[src/hw/rtl/pfre_pkg.sv]
// ----------------------------------------------------------------------------
// pfre_pkg
// shared command codes, mask and read-modify-write types for the
// page-addressed framebuffer raster engine
// ----------------------------------------------------------------------------
package pfre_pkg;

    // command codes carried in the kind field
    localparam logic [2:0] KIND_CLEAR   = 3'd0;
    localparam logic [2:0] KIND_PIXEL   = 3'd1;
    localparam logic [2:0] KIND_OUTLINE = 3'd2;
    localparam logic [2:0] KIND_FILL    = 3'd3;
    localparam logic [2:0] KIND_BLIT    = 3'd4;
    localparam logic [2:0] KIND_READ    = 3'd5;

    localparam int ROWS_PER_PAGE = 8;
    localparam int COORD_W       = 16;

    typedef logic [COORD_W-1:0]       coord_t;
    typedef logic [ROWS_PER_PAGE-1:0] byte_mask_t;

    // row masks for one page: span_mask applies on columns inside the
    // horizontal span, edge_mask on the edge columns
    typedef struct packed {
        byte_mask_t span_mask;
        byte_mask_t edge_mask;
    } row_mask_t;

    // one read-modify-write request, travels with the read of its byte
    typedef struct packed {
        logic       valid;
        logic       on;
        byte_mask_t hit;
    } rmw_t;

endpackage

[src/hw/rtl/pfre_rowmask.sv]
// ----------------------------------------------------------------------------
// pfre_rowmask
// per-page row masks: which of the eight rows of a page a command touches
// ----------------------------------------------------------------------------
module pfre_rowmask #(
    parameter int HEIGHT = 64,
    parameter int PW     = 3
) (
    input  logic [PW-1:0]       page,
    input  logic [2:0]          kind,
    input  pfre_pkg::coord_t    y,
    input  pfre_pkg::coord_t    h,
    input  pfre_pkg::coord_t    yb,
    input  logic [7:0]          data,
    output pfre_pkg::row_mask_t mask
);
    import pfre_pkg::*;

    always_comb
    begin
        coord_t r;
        coord_t d;
        logic   row_ok;
        logic   rin;
        logic   edge_row;
        logic   blit_bit;
        mask = '0;
        for (int i = 0; i < ROWS_PER_PAGE; i++)
        begin
            r        = COORD_W'({page, 3'(i)});
            d        = r - y;
            row_ok   = r < COORD_W'(HEIGHT);
            rin      = d < h;
            edge_row = (r == y) || (r == yb);
            blit_bit = (d < COORD_W'(ROWS_PER_PAGE)) && rin && data[d[2:0]];
            case (kind)
                KIND_FILL:
                begin
                    mask.span_mask[i] = row_ok && rin;
                end
                KIND_OUTLINE:
                begin
                    mask.span_mask[i] = row_ok && edge_row;
                    mask.edge_mask[i] = row_ok && rin;
                end
                KIND_PIXEL:
                begin
                    mask.edge_mask[i] = row_ok && (r == y);
                end
                KIND_BLIT:
                begin
                    mask.edge_mask[i] = row_ok && blit_bit;
                end
                default:
                begin
                    mask.span_mask[i] = 1'b0;
                end
            endcase
        end
    end

endmodule

[config.mk]
export PLATFORM = sky130hd
export DESIGN_NAME = pfre_rowmask
export DESIGN_NICKNAME = d
export VERILOG_FILES = /design/src/hw/rtl/pfre_pkg.sv /design/src/hw/rtl/pfre_rowmask.sv
export SDC_FILE = /design/constraint.sdc
export NUM_CORES = 1
export LEC_CHECK = 0
export BUFFER_PORTS_ARGS = -buffer_cell sky130_fd_sc_hd__buf_4
export CAP_MARGIN = 20
export CORE_MARGIN = 5
export CORE_UTILIZATION = 35
export DETAILED_ROUTE_END_ITERATION = 6
export PLACE_DENSITY = 0.5
export SYNTH_ARGS = -nofsm -noshare
export SYNTH_HDL_FRONTEND = slang
export SYNTH_SLANG_ARGS = --single-unit
[constraint.sdc]
create_clock -name vclk -period 9.1
set_input_delay 0.91 -clock vclk [all_inputs]
set_output_delay 0.91 -clock vclk [all_outputs]
set_load 0.005 [all_outputs]
=== After elaboration in Yosys (flattened, before gate mapping) ===
Cells that the tools add are included.

* Output and inout bits: 16
* Bits in registers: 0

* Reduce and logical (&&, ||, !) cells: 24
* Muxes and demuxes: 32
* $lt $le $gt $ge: 24
* Add/subtract/negate cells: 8
* Equality and inequality tests: 20

{| class="wikitable"
|+ Operators with widths
! cell !! number
|-
| $eq A6 B16 Y1 || 16
|-
| $lt A16 B16 Y1 || 8
|-
| $lt A16 B4 Y1 const B || 8
|-
| $sub A6 B16 Y16 || 8
|-
| $lt A3 B4 Y1 const B || 8
|-
| $bmux W1 S3 || 8
|-
| $pmux W1 S3 || 8
|-
| $logic_and A1 B1 Y1 || 16
|-
| $pmux W1 S2 || 8
|-
| $logic_or A1 B1 Y1 || 8
|-
| $mux W1 || 8
|-
| $eq A3 B2 Y1 const B || 2
|-
| $eq A3 B1 Y1 const B || 1
|-
| $eq A3 B3 Y1 const B || 1
|}

=== Longest topological paths before layout ===
Gate-level depths: netlist of run 1.

* Word-level depth: 5
* Depth in mapped cells: 18

=== Worst setup path before layout of run 1 ===
OpenSTA, ideal clock, no wires.

* Kind: input to output
* From: in y[1]
* To: out mask[2] in the netlist's numbering
* Data arrival time: 3998 ps
* Required time: 8190 ps
* Setup slack: 4192 ps
* Stages: 17
* Buffers on the path: 2
* Cells stage by stage: clkbuf_1 inv_1 ha_1 clkbuf_1 a21o_1 a221oi_1 o21ai_0 nand2_1 xnor2_1 ha_1 a21o_1 a21o_1 a21oi_1 o21ai_0 a21oi_1 nand2_1 o31ai_1

{| class="wikitable"
|+ RTL lines
! element !! RTL line !! text
|-
| start: declaration || pfre_rowmask.sv:11 || <nowiki>input pfre_pkg::coord_t y,</nowiki>
|-
| end: declaration || pfre_rowmask.sv:15 || <nowiki>output pfre_pkg::row_mask_t mask</nowiki>
|}

==> impl_metrics.ini, run 1 <==
[status]
outcome = finished, final reports clean

[floorplan]
start_util_pct = 35.2
core_area_sq_um = 17800
boundaryPins = 78
die_w_um = 144
die_area_sq_um = 20700
die-height_um = 144
row_count = 49

[cells_and_area]
nNetsFinal = 1094
fin_cells = 1125
nClkBuffers = 0
seq_cell_count = 0
final_core_util_pct = 39.4
drive_gt1_share_pct = 13.3
final_area_sq_um = 7000
regArea_sq_um = 0
diodes = 0
syn_to_final_growth_pct = 11.8

[global_routing]
grt_usage_pct = 26.3
grt_pass1_wl_mm = 41.0
antenna_found_initial = 0
grt-ovfl-total = 0
grt_max_degree = 28
grt_pass1_vias = 6226

[route]
wl_mm = 28.1
drt_iter0_drc = 1009
wl_per_cell_um = 24.9
vias_per_cell = 6.12
postRouteAntennaNets = 0
drtPass1Iterations = 5
drc = 0
vias = 6883

[power]
comb_power_share_pct = 100.0
p_per_area_nw_per_um2 = 64.2
leakage_nw = 2.97
seqPwrFrac_pct = 0
irDropWorstVdd_uv = 33.3
total_power_mw = 0.449
p_int_mw = 0.171
p_clk_share_pct = 0
swShare_pct = 62.0
p_sw_mw = 0.279

[timing]
finalHoldViolCount = 0
slew_headroom_pct = 23.4
fmax_mhz = 160
rsz0062_at_grt = false
fin_crit_sh_pct = 68.9
min_period_ns = 6.27
slew_violations = 0
tightest_slew_ns = 1.14
tns_ns = 0
setup_viol = 0

[setup_path]
cp-start-kind = input port
cp_cell_sequence = buf_4, ha_1, a21oi_2, or2_0, o21ai_0, xnor2_1, ha_1, a21o_1, a21o_1, a21oi_1, o21ai_0, a21oi_1, nand2_1, o31ai_1, buf_4
required_ns = 8.19
critical-path-max-stage-delay_ns = 0.64
worstSetupPathType = in2out
cp-end-kind = primary output
cp_slowest_cell = ha_1
path_max_fanout = 24
worstPathArrival_ns = 5.36

[place]
port_buffers = 78
dp_hpwl_mm = 22.7
placed_area_sq_um = 7000
gp_congestion = 0.998
dp.cells = 1125

[min_path]
hold_class = in2out

[yosys]
yosysWarnings = 0
syn_avg_cell_area_sq_um = 7.34
synth.yosys.seq_area_share_pct = 0
synth.distinct_cells = 76
synth_cells = 854
synth_area_sq_um = 6270
syn_nets = 1050

[clocking]
post_cts_resized = 0
post_cts_buffers = 0
hold_buffers = 0

[flow_run]
max_cap_violations = 0
[layout make-up]
cell class	instances	area, sq um
fill	1938	10800
multi-input combinational	769	5930
timing repair buffer	83	623
tap	229	287
inverter	44	165
[synthesized netlist by cell type (5+ instances only)]
library cell,number,area [sq um]
a31oi_1,8,50.1
ha_1,132,1650
nand4_1,16,100
mux2i_1,9,90.1
nor2_1,64,240
clkbuf_1,23,86.3
mux2_2,7,78.8
o21a_1,6,45.0
nor3_1,17,85.1
a22o_1,5,43.8
buf_2,13,65.1
or4_1,6,45.0
o31ai_1,5,37.5
nor4_1,13,81.3
nand3_1,21,105
nand2_1,77,289
xnor2_1,83,727
mux4_2,10,225
nor2b_1,12,75.1
a21oi_1,59,295
or3_1,11,68.8
a21o_1,26,195
o22ai_1,13,81.3
a211oi_1,11,82.6
o21ai_0,41,205
inv_1,39,146
xor2_1,24,210
nand2b_1,7,43.8
[placed cells by master (no fill, tap or decap), drive strengths merged, types with 7 or more instances in the layout]
| master | n |
|---|---|
| ha | 132 |
| a31oi | 8 |
| nand2 | 77 |
| o22ai | 13 |
| mux2i | 9 |
| nor2b | 12 |
| xnor2 | 83 |
| nand4 | 16 |
| nand2b | 7 |
| a21oi | 60 |
| mux2 | 7 |
| xor2 | 24 |
| inv | 41 |
| nand3 | 21 |
| nor4 | 14 |
| o21ai | 43 |
| a21o | 26 |
| mux4 | 10 |
| buf | 83 |
| nor2 | 64 |
| or3 | 11 |
| a211oi | 12 |
| nor3 | 19 |
[worst max-delay path, delay by kind of cell]
family,cells,cell delay [ns]
compound gates,8,2.36
fa+ha+maj,2,0.86
simple gates,2,0.64
buf+inv,2,0.30
xor+xnor,1,0.27
[final timing paths]
check                from       end  slack [ns]  cells after the start
setup / recovery  page[2]   mask[2]        2.83                     15
hold / removal      yb[0]  mask[11]        2.27                      4
[metal layers]
metal  GRT usage, %  vias to the layer above  part of all wire [%]
met3           2.86                       50                   8.8
met2           39.8                      412                    42
met1           39.5                     3183                    45
li1               -                     3238                     -
met5              0                        -                     0
met4           7.04                        0                   3.4
[stage by stage]
stage / setup WS, ns / hold WS, ns
2_1_floorplan: 4.19 / 2.01
3_3_place_gp: 2.99 / 2.26
5_1_grt: 2.79 / 2.32
6_report: 2.83 / 2.27
4_1_cts: 3.06 / 2.29
3_5_place_dp: 3.08 / 2.29
[kinds of logic (layout without fill, tap and decap cells)]
group                      count (synthesis)  in the layout  synth area share [%]
AOI/OAI and AO/OA                        219            219                  22.7
xor gates and xnor gates                 107            107                  15.0
adders and majority gates                134            134                  27.0
buffers and inverters                     85            127                  5.47
muxes                                     26             26                  6.29
and+or+nand+nor                          283            283                  23.6
[power by group through the flow]
| stage | sequential, mW | combinational [mW] | clock [mW] |
|---|---|---|---|
| 6_report | 0 | 0.449 | 0 |
| 5_1_grt | 0 | 0.490 | 0 |
| 4_1_cts | 0 | 0.442 | 0 |
| 3_5_place_dp | 0 | 0.439 | 0 |
| 3_3_place_gp | 0 | 0.443 | 0 |
| 2_1_floorplan | 0 | 0.287 | 0 |
No activity file was read; power rests on OpenSTA's default activity.
==> run 2: changes to the inputs <==
--- a/config.mk
+++ b/config.mk
@@ -5,12 +5,13 @@
 export SDC_FILE = /design/constraint.sdc
 export NUM_CORES = 1
 export LEC_CHECK = 0
+export ABC_AREA = 1
 export BUFFER_PORTS_ARGS = -buffer_cell sky130_fd_sc_hd__buf_4
 export CAP_MARGIN = 20
 export CORE_MARGIN = 5
 export CORE_UTILIZATION = 35
 export DETAILED_ROUTE_END_ITERATION = 6
-export PLACE_DENSITY = 0.5
+export PLACE_DENSITY = 0.51
 export SYNTH_ARGS = -nofsm -noshare
 export SYNTH_HDL_FRONTEND = slang
 export SYNTH_SLANG_ARGS = --single-unit
==> constraint.sdc (replaced) <==
create_clock -name vclk -period 5.7
set_input_delay 0.57 -clock vclk [all_inputs]
set_output_delay 0.57 -clock vclk [all_outputs]
set_load 0.005 [all_outputs]
==> run 2 against run 1 <==
Effect of this change: synthesized cell count grew 47%; cell count grew 37%; count of clock-buffer cells in the layout is the same; critical endpoint is now mask[11]; total power grew 48%.
==> impl_metrics.ini, run 2 <==
[route]
drtPass1Iterations = 7
wl_per_cell_um = 18.2
postRouteAntennaNets = 0
vias = 8306
vias_per_cell = 5.37
wl_mm = 28.2
drt_iter0_drc = 773
drc = 0

[timing]
tns_ns = 0
slew_violations = 0
finalHoldViolCount = 0
tightest_slew_ns = 0.901
hold_ws_ns = 1.63
min_period_ns = 4.64
fmax_mhz = 216
slew_headroom_pct = 39.5
rsz0062_at_grt = false
fin_crit_sh_pct = 81.4
setup_viol = 0

[cells_and_area]
diodes = 0
layout_common_cells = nand2_1 (524), nand3_1 (149), inv_1 (141)
nNetsFinal = 1510
drive_gt1_share_pct = 8.38
seq_cell_count = 0
multiInputGateArea_sq_um = 5890
mostFrequentLayoutCell = nand2_1
regArea_sq_um = 0
nClkBuffers = 0
syn_to_final_growth_pct = 11.4
fill_cells = 2214
fin_cells = 1546

[clocking]
hold_buffers = 0
post_cts_buffers = 0
post_cts_resized = 0

[floorplan]
row_count = 50
die-height_um = 147
die_w_um = 147
start_util_pct = 35.4
core_area_sq_um = 18600
die_area_sq_um = 21700
boundaryPins = 78

[setup_path]
cp-start-kind = input port
required_ns = 5.13
worstSetupPathType = in2out
cp-end-kind = primary output
worstPathArrival_ns = 4.07
path_max_fanout = 13

[place]
port_buffers = 78
dp.cells = 1546
dp_hpwl_mm = 23.9
gp_congestion = 1.02

[flow_run]
max_cap_violations = 0

[power]
comb_power_share_pct = 100.0
p_sw_mw = 0.441
irDropWorstVdd_uv = 34.5
p_clk_share_pct = 0
p_int_mw = 0.222
p_per_area_nw_per_um2 = 90.1
leakage_nw = 4.35
total_power_mw = 0.663
swShare_pct = 66.5
seqPwrFrac_pct = 0

[yosys]
synth.yosys.seq_area_share_pct = 0
yosysWarnings = 0
synth.distinct_cells = 35
post-synth-top-count-cell = nand2_1
synth_area_sq_um = 6600
synth_top_area_share_pct = 29.8
yosysTopAreaCell = nand2_1
syn_nets = 1453
synth_cells = 1257
synth.area.top_cells = nand2_1 (30%), ha_1 (25%), nand3_1 (11%), inv_1 (8.0%), nor2_1 (5.1%)
syn_avg_cell_area_sq_um = 5.25
ys_top_cells_by_count = nand2_1 (524), nand3_1 (149), inv_1 (141)

[global_routing]
antenna_found_initial = 0
grt_pass1_vias = 7864
grt_pass1_wl_mm = 44.0
grt_usage_pct = 25.6
grt_max_degree = 18
grt-ovfl-total = 0

[status]
outcome = finished, final reports clean

[min_path]
hold_class = in2out
-- run 2: cell types whose count changed after synthesis, sizes merged, moves of 13 or more --
cell,before,now
nand2,77,532
nand3,21,149
inv,41,146
xnor2,83,1
nor2,64,105
o21ai,43,14
a21o,26,3
clkbuf,23,3
xor2,24,9
nor4,14,1
-- run 2: metrics by stage --
stage	utilization, %	setup slack, ns	cell area [sq um]
floorplan	-	2.20	6600
detailed placement	39.5	1.14	7360
finish	39.5	1.06	7360
global placement	39.5	1.11	7360
CTS	39.5	1.11	7360
global route	39.5	0.822	7360
-- run 2: routing by layer --
metal	wire [um]	GRT usage, %
met1	12700	35.1
met2	12500	43.1
met3	1770	1.57
met4	1180	7.83
met5	0	0
-- run 2: area by class of cell --
| cell class | count | share of cell area [%] |
|---|---|---|
| timing repair buffer | 81 | 8.27 |
| multi-input combinational | 1081 | 80.1 |
| tap | 234 | 3.98 |
| inverter | 150 | 7.65 |
-- run 2: cell families after synthesis --
group | Yosys count | share of synthesized area (%)
adders and majority gates | 134 | 25.6
buffers and inverters | 176 | 10.7
and+or+nand+nor | 833 | 53.2
xor gates and xnor gates | 10 | 1.33
AOI/OAI and AO/OA | 104 | 9.14
-- run 2: worst paths after layout --
| path | from | endpoint | cells past startpoint |
|---|---|---|---|
| max | y[3] | mask[11] | 18 |
| min | kind[1] | mask[4] | 5 |
-- run 2: critical path, cell delays in order --
cell and delay (ns):
buf_4 0.08, inv_1 0.06, ha_1 0.57, nand2_2 0.23, nor2_4 0.34, nand2_1 0.15, nand3_1 0.25, xor2_1 0.31
inv_1 0.09, ha_1 0.32, nand2_1 0.08, nor2_1 0.04, a211oi_1 0.15, o21ai_0 0.25, a21oi_1 0.24, nand2_1 0.06
o21ai_0 0.12, buf_4 0.15
-- run 2: power groups by stage --
stage                     Sequential [mW]  Combinational, mW  Clock [mW]
final                                   0              0.663           0
after CTS                               0              0.658           0
after global routing                    0              0.754           0
after detailed placement                0              0.656           0
after global placement                  0              0.653           0
after floorplan                         0              0.437           0
==> run 3: changes to the inputs <==
--- a/config.mk
+++ b/config.mk
@@ -5,13 +5,13 @@
 export SDC_FILE = /design/constraint.sdc
 export NUM_CORES = 1
 export LEC_CHECK = 0
-export ABC_AREA = 1
+export ABC_AREA = 0
 export BUFFER_PORTS_ARGS = -buffer_cell sky130_fd_sc_hd__buf_4
 export CAP_MARGIN = 20
 export CORE_MARGIN = 5
 export CORE_UTILIZATION = 35
 export DETAILED_ROUTE_END_ITERATION = 6
-export PLACE_DENSITY = 0.51
+export PLACE_DENSITY = 0.5
 export SYNTH_ARGS = -nofsm -noshare
 export SYNTH_HDL_FRONTEND = slang
 export SYNTH_SLANG_ARGS = --single-unit
==> constraint.sdc (replaced) <==
create_clock -name vclk -period 4.4
set_input_delay 0.44 -clock vclk [all_inputs]
set_output_delay 0.44 -clock vclk [all_outputs]
set_load 0.005 [all_outputs]
==> run 3 against run 2 <==
Effect of this change: first-iteration DRC count fell by 1.3%; critical path type unchanged; worst setup slack got worse by 0.95 ns; non-clock buffer count up 110; highest routed layer unchanged; via count down 13%; largest cell class unchanged; sequential share of layout area stayed put; flip-flop and latch count unchanged; critical path depth decreased by 1; cell count shrank 20%.
==> impl_metrics.ini, run 3 (same netlist as run 1, synthesis figures left out) <==
[status]
outcome = finished, final reports clean

[setup_path]
path_max_fanout = 11
cp_slowest_cell = or4_1
critical-path-max-stage-delay_ns = 0.52
critPathTopFamily = simple AND/OR/NAND/NOR gates
cp-end-kind = primary output
crit_top_cell = buf_4
crit_buf_inv = 5
cp_cell_sequence = buf_4, ha_1, buf_4, a21oi_2, buf_4, or3_1, nor2_1, xnor2_1, ha_1, a21o_1, a21o_1, a21oi_2, o31ai_1, buf_4, or4_1, nand2_1, buf_4
worstSetupPathType = in2out
worstPathArrival_ns = 3.85
required_ns = 3.96
cp-start-kind = input port

[floorplan]
row_count = 49
die-height_um = 144
core_area_sq_um = 17800
start_util_pct = 35.2
die_area_sq_um = 20700
boundaryPins = 78
die_w_um = 144

[timing]
setup_viol = 0
slew_violations = 0
hold_ws_ns = 1.32
min_period_ns = 4.29
finalHoldViolCount = 0
fin_ws_ns = 0.110
fin_crit_sh_pct = 97.5
slew_headroom_pct = 17.8
fmax_mhz = 233
rsz0062_at_grt = true
tightest_slew_ns = 1.22

[route]
postRouteAntennaNets = 0
drtPass1Iterations = 5
drt_iter0_drc = 763
wl_mm = 29.6
vias = 7260
wl_per_cell_um = 24.0
drc = 0
vias_per_cell = 5.88

[global_routing]
grt_pass1_vias = 7060
grt-ovfl-total = 0
grt_max_degree = 21
grt_pass1_wl_mm = 43.1
antenna_found_initial = 2
grt_usage_pct = 27.7

[cells_and_area]
regArea_sq_um = 0
fin_cells = 1234
nNetsFinal = 1202
nClkBuffers = 0
syn_to_final_growth_pct = 27.0
mostFrequentLayoutCell = buf_4
layout_common_cells = buf_4 (191), ha_1 (132), nand2_1 (77)
drive_gt1_share_pct = 25.0
seq_cell_count = 0

[place]
place_ws_ns = -0.0972
port_buffers = 78
dp.cells = 1232
dp_hpwl_mm = 24.7
gp_congestion = 1.04

[min_path]
hold_depth = 4
worst_hold_path.endpoint = mask[14]
hp-start = yb[1]
hold_class = in2out

[flow_run]
max_cap_violations = 0
## run 3: changes by cell type in the layout (fill, tap and decap cells not counted), moves of 11 or more
cell,previous run,this run
a21o_1,3,26
buf_4,81,191
inv_1,141,39
nand2_1,524,77
nand3_1,149,20
nand4_1,28,16
nor2_1,90,62
nor2b_1,0,12
nor4_1,1,12
o21ai_0,13,35
o22ai_1,1,12
or3_1,0,11
xnor2_1,1,76
xor2_1,9,22
## run 3: worst max path at each step
| stage | slack, ns | to | cells after the start | from |
|---|---|---|---|---|
| final | 0.11 | mask[7] | 17 | page[2] |
| after CTS | 0.008 | mask[0] | 17 | y[4] |
| after global placement | -0.15 | mask[12] | 17 | y[4] |
| after global routing | -0.05 | mask[7] | 17 | page[2] |
| after floorplan | 0.43 | mask[2] | 17 | y[1] |
| after detailed placement | -0.1 | mask[12] | 17 | y[4] |
## run 3: timing repair
action | 4_1_cts | 5_1_grt
gates resized for setup | 4 | 31
buffers inserted | 0 | 1
endpoints found under the setup margin | 4 | 13
pin swaps | 0 | 2
hold buffers | 0 | 0
## run 3: per-layer routing
metal  routed length [um]  vias to the layer above  global-route usage (%)  share of wire, %
li1                     -                     3454                       -                 -
met1                13000                     3395                    39.0                44
met2                12700                      350                    42.8                43
met3                 2400                       61                    3.76               8.1
met4                 1480                        0                    11.0               5.0
met5                    0                        -                       0                 0
## run 3: tightest hold or removal path, cell delays in order
cell and delay [ns]:
buf_4 0.09, a41oi_1 0.09, o22ai_1 0.13, buf_4 0.13
## run 3: final cells by class
cell class	count	area [sq um]
well taps	229	287
inverters	44	165
repair buffers	191	1430
diodes	1	2.50
multi-input cells	769	6070
fillers	1950	9820
## run 3: per-stage QoR
step | util [%] | setup TNS, ns | instance area (sq um)
final | 44.8 | 0 | 7960
after global routing | 44.7 | -0.101 | 7960
after CTS | 44.0 | 0 | 7820
after detailed placement | 43.9 | -0.183 | 7800
after global placement | 43.8 | -0.335 | 7790
after floorplan | - | 0 | 6270
